==> config.mk <==
export PLATFORM = sky130hd
export DESIGN_NAME = multichannel_iir_filter_order4_flat
export DESIGN_NICKNAME = d
export VERILOG_FILES = /design/src/rtl/core/miir_pkg.sv /design/src/rtl/core/miir_stream_if.sv /design/src/rtl/core/multichannel_iir_filter_order4.sv /design/src/flat_wrapper.sv
export SDC_FILE = /design/constraint.sdc
export NUM_CORES = 2
export LEC_CHECK = 0
export ABC_CLOCK_PERIOD_IN_PS = 29700
export CORE_UTILIZATION = 42
export DETAILED_ROUTE_END_ITERATION = 12
export DONT_BUFFER_PORTS = 1
export MAX_ROUTING_LAYER = met4
export PLACE_DENSITY = 0.54
export SLEW_MARGIN = 25
export SYNTH_ARGS = -nofsm -noshare
export SYNTH_HDL_FRONTEND = slang
export SYNTH_SLANG_ARGS = --single-unit
==> constraint.sdc <==
create_clock -name i_clk -period 29.7 [get_ports i_clk]
set_clock_uncertainty 0.15 [all_clocks]
set_input_delay 5.94 -clock i_clk [delete_from_list [all_inputs] [get_ports i_clk]]
set_output_delay 5.94 -clock i_clk [all_outputs]
set_load 0.1 [all_outputs]
==> src/rtl/core/miir_pkg.sv <==
// Shared types and constants for the multichannel IIR filter.
`timescale 1ns / 1ps
package miir_pkg;
    localparam int SAMPLE_W = 24;
    localparam int COEF_W   = 32;
    localparam int ACC_W    = 64;
    localparam int FRAC_W   = 27;
    localparam int CFG_W    = 64;
    localparam int IDX_W    = 3;

    typedef enum logic [IDX_W-1:0] {
        REG_ENABLE = 3'd0,
        REG_ORDER  = 3'd1,
        REG_B0B1   = 3'd2,
        REG_B2B3   = 3'd3,
        REG_B4A1   = 3'd4,
        REG_A2A3   = 3'd5,
        REG_A4     = 3'd6
    } t_reg_idx;

    typedef enum logic [1:0] {
        ST_IDLE,
        ST_MAC,
        ST_DONE
    } t_state;

    typedef logic signed [SAMPLE_W-1:0] t_sample;
    typedef logic signed [COEF_W-1:0]   t_coef;
endpackage

==> src/rtl/core/miir_stream_if.sv <==
// Valid/ready stream interface carrying a payload of W bits.
`timescale 1ns / 1ps
interface miir_stream_if #(parameter int W = 1);
    logic         valid;
    logic         ready;
    logic [W-1:0] data;
    modport source (output valid, output data, input ready);
    modport sink   (input valid, input data, output ready);
endinterface

==> src/rtl/core/multichannel_iir_filter_order4.sv <==
// Top level of the multichannel direct form I IIR filter.
`timescale 1ns / 1ps
// Direct form I IIR filter, order 0..MAX_ORDER, per-channel delay lines.
// Input transaction data = {channel, sample_in}; output = {saturated,
// sample_out}. One transaction is handled at a time: a filtered sample takes
// 2*order+1 multiply steps of one shared multiplier, each step a serial
// shift-add over the 24 sample bits, one bit per cycle. A new transaction is
// accepted only after the previous result has gone to the output register;
// bypassed samples skip the multiply steps and can follow back to back
// while the output is taken. Results are held in an output register until
// taken. Coefficients must be written by the user only while idle; the
// block itself does not enforce this.
module multichannel_iir_filter_order4 #(
    parameter int CHANNELS  = 2,
    parameter int MAX_ORDER = 4
) (
    input  logic                        i_clk,
    input  logic                        i_rst_n,
    input  logic                        i_cfg_we,
    input  logic [miir_pkg::IDX_W-1:0]  i_cfg_idx,
    input  logic [miir_pkg::CFG_W-1:0]  i_cfg_data,
    miir_stream_if.sink                 i_s,
    miir_stream_if.source               o_m
);
    import miir_pkg::*;

    localparam int CH_W  = (CHANNELS > 1) ? $clog2(CHANNELS) : 1;
    localparam int TAP_W = (MAX_ORDER > 1) ? $clog2(MAX_ORDER) : 1;
    localparam int STEP_W = $clog2(2*MAX_ORDER+2);
    localparam int BIT_W = $clog2(SAMPLE_W);

    // configuration
    logic           r_en;
    logic [2:0]     r_order;
    t_coef          r_b [0:4];
    t_coef          r_a [1:4];

    always_ff @(posedge i_clk) begin
        if (!i_rst_n) begin
            r_en    <= 1'b0;
            r_order <= 3'd1;
            for (int i = 0; i < 5; i++) r_b[i] <= '0;
            for (int i = 1; i < 5; i++) r_a[i] <= '0;
        end else if (i_cfg_we) begin
            case (t_reg_idx'(i_cfg_idx))
                REG_ENABLE: r_en <= i_cfg_data[0];
                REG_ORDER:  r_order <= i_cfg_data[2:0];
                REG_B0B1: begin r_b[0] <= i_cfg_data[31:0]; r_b[1] <= i_cfg_data[63:32]; end
                REG_B2B3: begin r_b[2] <= i_cfg_data[31:0]; r_b[3] <= i_cfg_data[63:32]; end
                REG_B4A1: begin r_b[4] <= i_cfg_data[31:0]; r_a[1] <= i_cfg_data[63:32]; end
                REG_A2A3: begin r_a[2] <= i_cfg_data[31:0]; r_a[3] <= i_cfg_data[63:32]; end
                REG_A4:   r_a[4] <= i_cfg_data[31:0];
                default: ;
            endcase
        end
    end

    // delay lines, tap k of channel c at index [c][k]
    t_sample r_xh [CHANNELS][MAX_ORDER];
    t_sample r_yh [CHANNELS][MAX_ORDER];

    t_state  r_state, n_state;
    logic [CH_W-1:0]   r_ch;
    t_sample           r_x;
    logic [STEP_W-1:0] r_step;   // 0 = b0*x, odd = b tap, even = a tap
    logic [STEP_W-1:0] r_nsteps;
    logic [BIT_W-1:0]  r_bit;
    t_sample           r_mul_s;  // sample being shifted out bit-serially
    logic signed [ACC_W-1:0] r_coef_sh; // coefficient shifted left per bit
    logic signed [ACC_W-1:0] r_acc;
    logic [SAMPLE_W-1:0] r_out;
    logic                r_sat;
    logic                r_ovalid;
    logic [2:0]          w_ord;

    assign w_ord = (r_order > 3'(MAX_ORDER)) ? 3'(MAX_ORDER) : r_order;

    logic             w_is_a;
    assign w_is_a = (r_step != '0) && !r_step[0];

    // rounding and saturation of the accumulator
    logic signed [ACC_W-1:0] w_rnd;
    logic signed [ACC_W-FRAC_W-1:0] w_q;
    logic [SAMPLE_W-1:0] w_y;
    logic w_sat;
    always_comb begin
        w_rnd = r_acc + (ACC_W'(1) <<< (FRAC_W-1));
        w_q   = w_rnd[ACC_W-1:FRAC_W];
        w_sat = 1'b1;
        if (w_q > (ACC_W-FRAC_W)'(signed'(24'sh7FFFFF)))
            w_y = 24'h7FFFFF;
        else if (w_q < (ACC_W-FRAC_W)'(signed'(-24'sh800000)))
            w_y = 24'h800000;
        else begin
            w_y = w_q[SAMPLE_W-1:0];
            w_sat = 1'b0;
        end
    end

    logic w_last_bit, w_last_step, w_acc_in, w_bypass, w_load;
    assign w_last_bit  = (r_bit == BIT_W'(SAMPLE_W-1));
    assign w_last_step = (r_step == r_nsteps);
    assign w_acc_in    = i_s.valid && i_s.ready;
    assign w_bypass    = !r_en || (32'(i_s.data[SAMPLE_W]) >= CHANNELS);
    // load the output register with a bypassed or a finished sample
    assign w_load = ((r_state == ST_IDLE) && w_acc_in && w_bypass) ||
                    ((r_state == ST_DONE) && (!r_ovalid || o_m.ready));

    always_comb begin
        n_state = r_state;
        case (r_state)
            ST_IDLE: if (w_acc_in && !w_bypass) n_state = ST_MAC;
            ST_MAC:  if (w_last_bit && w_last_step) n_state = ST_DONE;
            ST_DONE: if (!r_ovalid || o_m.ready) n_state = ST_IDLE;
            default: n_state = ST_IDLE;
        endcase
    end

    always_comb begin
        i_s.ready = (r_state == ST_IDLE) && (!r_ovalid || o_m.ready);
    end
    assign o_m.valid = r_ovalid;
    assign o_m.data  = {r_sat, r_out};

    always_ff @(posedge i_clk) begin
        if (!i_rst_n) begin
            r_state  <= ST_IDLE;
            r_ovalid <= 1'b0;
            for (int c = 0; c < CHANNELS; c++)
                for (int k = 0; k < MAX_ORDER; k++) begin
                    r_xh[c][k] <= '0;
                    r_yh[c][k] <= '0;
                end
        end else begin
            r_state <= n_state;
            if (w_load)
                r_ovalid <= 1'b1;
            else if (o_m.ready)
                r_ovalid <= 1'b0;
            case (r_state)
                ST_IDLE: if (w_acc_in) begin
                    if (w_bypass) begin
                        r_out    <= i_s.data[SAMPLE_W-1:0];
                        r_sat    <= 1'b0;
                    end else begin
                        r_ch      <= CH_W'(i_s.data[SAMPLE_W]);
                        r_x       <= i_s.data[SAMPLE_W-1:0];
                        r_mul_s   <= i_s.data[SAMPLE_W-1:0];
                        r_coef_sh <= ACC_W'(r_b[0]);
                        r_step    <= '0;
                        r_nsteps  <= STEP_W'({w_ord, 1'b0});
                        r_bit     <= '0;
                        r_acc     <= '0;
                    end
                end
                ST_MAC: begin
                    // one partial product a cycle; sign bit weighs negative
                    logic signed [ACC_W-1:0] pp;
                    logic [STEP_W-1:0] ns;
                    logic [TAP_W-1:0]  nt;
                    pp = r_mul_s[0] ? r_coef_sh : '0;
                    if (w_last_bit) pp = -pp;
                    if (w_is_a) pp = -pp;
                    ns = r_step + STEP_W'(1);
                    nt = TAP_W'((ns - STEP_W'(1)) >> 1);
                    r_acc     <= r_acc + pp;
                    r_bit     <= w_last_bit ? '0 : r_bit + BIT_W'(1);
                    if (w_last_bit && !w_last_step) begin
                        // reload multiplicand and coefficient for the next step
                        r_step    <= ns;
                        r_mul_s   <= ns[0] ? r_xh[r_ch][nt] : r_yh[r_ch][nt];
                        r_coef_sh <= ACC_W'(ns[0] ? r_b[3'(nt)+3'd1] : r_a[3'(nt)+3'd1]);
                    end else begin
                        r_mul_s   <= r_mul_s >>> 1;
                        r_coef_sh <= r_coef_sh <<< 1;
                    end
                end
                ST_DONE: if (!r_ovalid || o_m.ready) begin
                    r_out    <= w_y;
                    r_sat    <= w_sat;
                    for (int k = MAX_ORDER-1; k > 0; k--)
                        if (k < 32'(w_ord)) begin
                            r_xh[r_ch][k] <= r_xh[r_ch][k-1];
                            r_yh[r_ch][k] <= r_yh[r_ch][k-1];
                        end
                    r_xh[r_ch][0] <= r_x;
                    r_yh[r_ch][0] <= t_sample'(w_y);
                end
                default: ;
            endcase
        end
    end

    a_ready_idle: assert property (@(posedge i_clk) disable iff (!i_rst_n)
        i_s.ready |-> r_state == ST_IDLE) else $error("ready outside idle");
    a_hold: assert property (@(posedge i_clk) disable iff (!i_rst_n)
        (o_m.valid && !o_m.ready) |=> $stable(o_m.data)) else $error("output changed");
    a_step: assert property (@(posedge i_clk) disable iff (!i_rst_n)
        r_state == ST_MAC |-> r_step <= r_nsteps) else $error("step overrun");
endmodule

==> src/flat_wrapper.sv <==
// flat-port wrapper written by rule: the top's interface ports become plain ports
module multichannel_iir_filter_order4_flat import miir_pkg::*;
#(
    parameter int CHANNELS  = 2,
    parameter int MAX_ORDER = 4
)
  (i_clk, i_rst_n, i_cfg_we, i_cfg_idx, i_cfg_data, i_s_valid, i_s_data, i_s_ready, o_m_valid, o_m_data, o_m_ready);
  miir_stream_if #(.W(25)) i_s_i ();
  miir_stream_if #(.W(25)) o_m_i ();
  input  logic i_clk;
  input  logic i_rst_n;
  input  logic i_cfg_we;
  input  logic [miir_pkg::IDX_W-1:0] i_cfg_idx;
  input  logic [miir_pkg::CFG_W-1:0] i_cfg_data;
  input wire logic [$bits(i_s_i.valid)-1:0] i_s_valid;
  input wire logic [$bits(i_s_i.data)-1:0] i_s_data;
  output wire logic [$bits(i_s_i.ready)-1:0] i_s_ready;
  output wire logic [$bits(o_m_i.valid)-1:0] o_m_valid;
  output wire logic [$bits(o_m_i.data)-1:0] o_m_data;
  input wire logic [$bits(o_m_i.ready)-1:0] o_m_ready;
  assign i_s_i.valid = i_s_valid;
  assign i_s_i.data = i_s_data;
  assign i_s_ready = i_s_i.ready;
  assign o_m_valid = o_m_i.valid;
  assign o_m_data = o_m_i.data;
  assign o_m_i.ready = o_m_ready;
  multichannel_iir_filter_order4 #(.CHANNELS(CHANNELS), .MAX_ORDER(MAX_ORDER)) u_core (.i_clk(i_clk), .i_rst_n(i_rst_n), .i_cfg_we(i_cfg_we), .i_cfg_idx(i_cfg_idx), .i_cfg_data(i_cfg_data), .i_s(i_s_i), .o_m(o_m_i));
endmodule
Yosys cells after proc, flatten, opt, wreduce, memory -nomap -nowiden
Memory sizes are Yosys's and may differ from the RTL's. A register that Yosys moved wholly into a read port is not among the register bits. Index checks and enable logic that the tools add are counted.

Register bits after elaboration: 221. Bits in writable memories: 672. Bits of input ports: 97. Output and inout port bits: 27. Word-level logic and storage cells: 201. Memories kept: 4.

Memory list: u_core.r_xh (words 2, bits a word 96, rd ports 1, clocked after Yosys merged registers in 1, wr ports 2, line multichannel_iir_filter_order4.sv:59) `t_sample r_xh [CHANNELS][MAX_ORDER];`; u_core.r_yh (words 2, bits a word 96, rd ports 1, clocked after Yosys merged registers in 1, wr ports 2, line multichannel_iir_filter_order4.sv:60) `t_sample r_yh [CHANNELS][MAX_ORDER];`; u_core.r_b (words 5, bits a word 32, rd ports 2, clocked after Yosys merged registers in 0, wr ports 5, line multichannel_iir_filter_order4.sv:35) `t_coef r_b [0:4];`; u_core.r_a (words 4, bits a word 32, rd ports 1, clocked after Yosys merged registers in 0, wr ports 4, line multichannel_iir_filter_order4.sv:36) `t_coef r_a [1:4];`.

Add/sub/neg operators: 8. $lt $le $gt $ge: 7. Equal/unequal tests: 17. Mux-type cells: 110. Bitwise operators: 10. Reduce and logical (&&, ||, !) cells: 30.

Operator list (count): $mux 64 (13); $mux 24 (13); $mux 32 (9); $pmux 64 s2 (2); $mux 96 (2); $reduce_or 96->1 (2); $neg 64->64 (2); $bmux 24 s2 (2); $pmux 24 s2 (2); $add 64x28->64 const B (1); $add 64x64->64 (1); $mux 1 (51); $gt 37x24->1 const B (1); $lt 37x24->1 const B (1); $mux 4 (5); $mux 5 (3); $pmux 5 s2 (1); $reduce_and 5->1 (2); $eq 3x3->1 const B (3); $logic_and 1x1->1 (9); $or 1x1->1 (9); $ne 2x1->1 const B (4); $pmux 4 s2 (1); $reduce_and 4->1 (2); 28 further kinds (41).

Longest topological paths before layout
Depth after elaboration: 11. Gate-level depth with buffers: 31.

Least setup slack after synthesis
No wires, ideal clock.

Path type: input port to flip-flop. Start point: input i_rst_n. End point: register u_core.r_acc[0] (enable). Library setup time: 0.674 ns. Arrival time: 12.789 ns. Data required time: 28.876 ns. Path slack: 16.088 ns. Stages: 3. Buffers on the path: 1. Path through: clkbuf_1 -> nand2b_1 -> nor2_1.

Cells in the longest elaborated chain, start to end: 1.

RTL lines: start: declaration (line flat_wrapper.sv:11) `input logic i_rst_n;`; $reduce_and 4->1 (no source line); end signal: assignment (line multichannel_iir_filter_order4.sv:166) `r_acc <= r_acc + pp;`; end: declaration (line multichannel_iir_filter_order4.sv:70) `logic signed [ACC_W-1:0] r_acc;`.

No other way between the ends. A chain may end at the register's enable or synchronous reset.

Final worst setup path
Start point: input o_m_ready. End point: output i_s_ready.

Cells in the longest elaborated chain, start to end: 2.

RTL lines: start: declaration (line flat_wrapper.sv:20) `input wire logic [$bits(o_m_i.ready)-1:0] o_m_ready;`; $logic_or 1x1->1 (line multichannel_iir_filter_order4.sv:120) `i_s.ready = (r_state == ST_IDLE) && (!r_ovalid || o_m.ready);`; $logic_and 1x1->1 (line multichannel_iir_filter_order4.sv:120); end: declaration (line flat_wrapper.sv:17) `output wire logic [$bits(i_s_i.ready)-1:0] i_s_ready;`.

No other way between the ends.

==> results_dict.tcl <==
set metrics [dict create \
    hold_viol 0 \
    synth_compound_area_share_pct 8.63 \
    die_w_um 337 \
    drc_errors 0 \
    worstSetupEndpointType "primary output" \
    critPathKind "input pin to primary output" \
    grt_pass1_vias 30200 \
    fin_cells 5363 \
    hold_buffers 0 \
    vias 31300 \
    final_area_um2 52100 \
    synth_ff_type "edfxtp_1" \
    ys_seq_area_share_pct 56.7 \
    rsz0062_at_grt "no" \
    min_period_ns 12.83 \
    fp.dieH_um 337 \
    yosysWarnings 0 \
    synth_xor_area_share_pct 3.24 \
    via_per_inst 5.83 \
    synth_top_area_cell "edfxtp_1" \
    yosys.area.top_type_share_pct 56.3 \
    overflow 0 \
    drv_slew 0 \
    synthArstFlopShare_pct 0 \
    tns_ns 0 \
    clkLatencyLatePin_ns 0.69 \
    routedWlPerCell_um 24.4 \
    core_um2 111000 \
    cap_violations 0 \
    cts_resized 0 \
    place.gp.congestion 0.857 \
    finalSetupViolCount 0 \
    muxShareOfSynthArea_pct 13.1 \
    num_io_pins 124 \
    cts_tree "built" \
    hp-class "flop to flop" \
    grt_pass1_wl_um 196000 \
    place_inst 5177 \
    synthesis.nets 4047 \
    nNetsFinal 3957 \
    worstMarginPinSlew_ns 1.09 \
    netlist_instances 3879 \
    timing.hold.ws_ns 0.366 \
    p_leak_nw 19.4 \
    routed_wl_um 131000 \
    synthAdderAreaFrac_pct 1.90 \
    p_per_area_nw_per_um2 53.5 \
    max_freq_mhz 77.9 \
    synth_top_family_by_area "simple AND/OR/NAND/NOR gates" \
    syn2layout_area_growth_pct 10.2 \
    antenna_found_initial 5 \
    cts_setup_buffers 0 \
    fin_crit_sh_pct 43.2 \
    htreeDepth 3 \
    hpwl_um 84400 \
    cts_buffers 98 \
    syn_area_um2 47200 \
    drtAntennaViolNets 0 \
    grt_max_degree 117 \
    drt_iter0_drc 2910 \
    ir_drop_uv 48.6 \
    cts.clk_slew.worst_paths_ns 0.06 \
    ctsRootBufferMaster "clkbuf_16" \
    grtUsageTotal_pct 23.7 \
    ys_types 90 \
    place_area_um2 48900 \
    ctsLongestPathBuffers 3 \
    maxSlewHeadroom_pct 26.6 \
    start_util_pct 42.5 \
    crit_arrival_ns 6.74 \
    drive_gt1_share_pct 11.1 \
    ys_ff_latch 894 \
    worstSetupStartpointType "input pin" \
    die-area_um2 114000 \
    firstDrtPassIters 5 \
    avgSynthCellArea_um2 12.2 \
    synth-edff-count 886 \
    synth-simple-area-share_pct 14.1 \
    crit_fanout 5 \
    outcome "finished clean" \
    cts.sinks 894 \
    worst_ep_required_time_ns 23.61 \
    io_buffers 0 \
    num_rows 122 \
    synth.area.top_cells "edfxtp_1 56%, mux4_2 7.4%, mux2i_1 5.7%" \
]
## stage by stage
step | util (%) | setup WS (ns) | power (mW)
after floorplan | - | 16.09 | 1.56
final | 46.8 | 16.87 | 2.78
after detailed placement | 44.0 | 16.88 | 1.60
after CTS | 46.8 | 16.87 | 2.81
after global routing | 46.8 | 16.81 | 2.87
after global placement | 44.0 | 16.86 | 1.59
## synth_stat cells (17+ instances only)
cell type	count
o211ai_1	17
a21o_1	87
edfxtp_1	886
nand2b_1	25
nand4_1	38
mux4_2	155
a31oi_1	49
xnor2_1	101
nor2b_1	20
nand3_1	55
nand2_1	250
clkbuf_1	185
xor2_1	74
inv_1	34
and3_1	74
a211oi_1	23
nor3_1	56
a21oi_1	185
and2_1	216
nor2_1	544
buf_1	51
ha_1	70
o21ai_0	156
mux2i_1	267
o31ai_1	20
nor4_1	20
## cell usage in the layout, fill, tap and decap left out, types with 19 or more instances in the layout
cell       netlist  layout
and2_1         216     216
mux2i_1        267     267
clkbuf_1       185      19
nor4_1          20      20
xor2_1          74      73
clkinv_1         1      26
nor3_1          56      54
a21o_1          87      87
a31oi_1         49      49
nand3_1         55      54
a211oi_1        23      23
mux4_2         155     155
nor2b_1         20      20
buf_4            2      61
xnor2_1        101     101
inv_1           34      34
edfxtp_1       886     886
nand2b_1        25      22
nor2_1         544     539
ha_1            70      68
a21oi_1        185     184
clkbuf_16        0     100
o21ai_0        156     150
and3_1          74      74
nand2_1        250     243
nand4_1         38      38
## power by group
group | switching, mW | leakage [nW] | total [mW] | internal (mW)
clock | 0.514 | 1.56 | 1.22 | 0.702
sequential | 0.0283 | 8.85 | 1.46 | 1.44
combinational | 0.0644 | 8.97 | 0.103 | 0.0390
total | 0.607 | 19.4 | 2.78 | 2.18
## critical path, cell delays in order
cell and delay [ns]:
nand2b_1 0.18, nand2b_1 0.17, nor2_2 0.14, buf_4 0.31
## worst paths after layout
| check | endpoint | slack (ns) | from | cells past startpoint |
|---|---|---|---|---|
| max | i_s_ready | 16.87 | o_m_ready | 4 |
| max reg2reg | u_core.r_acc[60]$_SDFFCE_PN0P_ | 21.13 | u_core.r_mul_s[0]$_DFFE_PP_ | 25 |
| min | u_core.r_order[1]$_SDFFE_PN0P_ | 0.37 | u_core.r_order[1]$_SDFFE_PN0P_ | 2 |
| min reg2reg | u_core.r_order[1]$_SDFFE_PN0P_ | 0.37 | u_core.r_order[1]$_SDFFE_PN0P_ | 2 |
## state kept, by name, summed over array words and instances, names as in the netlist, named ones only
register,flops
u_core.r_xh,192
u_core.r_yh,192
u_core.r_b,160
u_core.r_a,128
u_core.r_acc,64
u_core.r_coef_sh,64
u_core.r_mul_s,24
u_core.r_out,24
u_core.r_x,24
u_core.r_bit,5
u_core.r_step,4
u_core.r_nsteps,3
u_core.r_order,3
u_core.r_state,2
u_core.o_m.valid,1
u_core.r_ch,1
u_core.r_en,1
u_core.r_sat,1
## layout make-up
cell class / instances / area, um2
clock buffer: 125 / 2660
antenna: 4 / 10.0
multi-input combinational: 2696 / 19600
fill: 10100 / 59100
timing repair buffer: 62 / 478
sequential: 894 / 26800
tap: 1488 / 1860
inverter: 37 / 139
clock inverter: 57 / 537
## routing by layer
| layer | track usage [%] | vias up | routed length (um) |
|---|---|---|---|
| li1 | - | 14400 | - |
| met1 | 33.4 | 15800 | 60700 |
| met2 | 35.9 | 956 | 59100 |
| met3 | 4.54 | 142 | 9410 |
| met4 | 4.44 | 0 | 1840 |
| met5 | - | - | 0 |
## cells by family (layout without fill, tap and decap cells)
family | after synthesis | after routing
AO/OA/AOI/OAI | 650 | 650
other | 0 | 4
XOR/XNOR | 175 | 175
multiplexers | 426 | 426
adder cells (fa/ha/maj) | 71 | 71
buffers and inverters | 289 | 281
flip-flops | 894 | 894
AND/OR/NAND/NOR | 1374 | 1374
(Power assumes the default switching activity.)
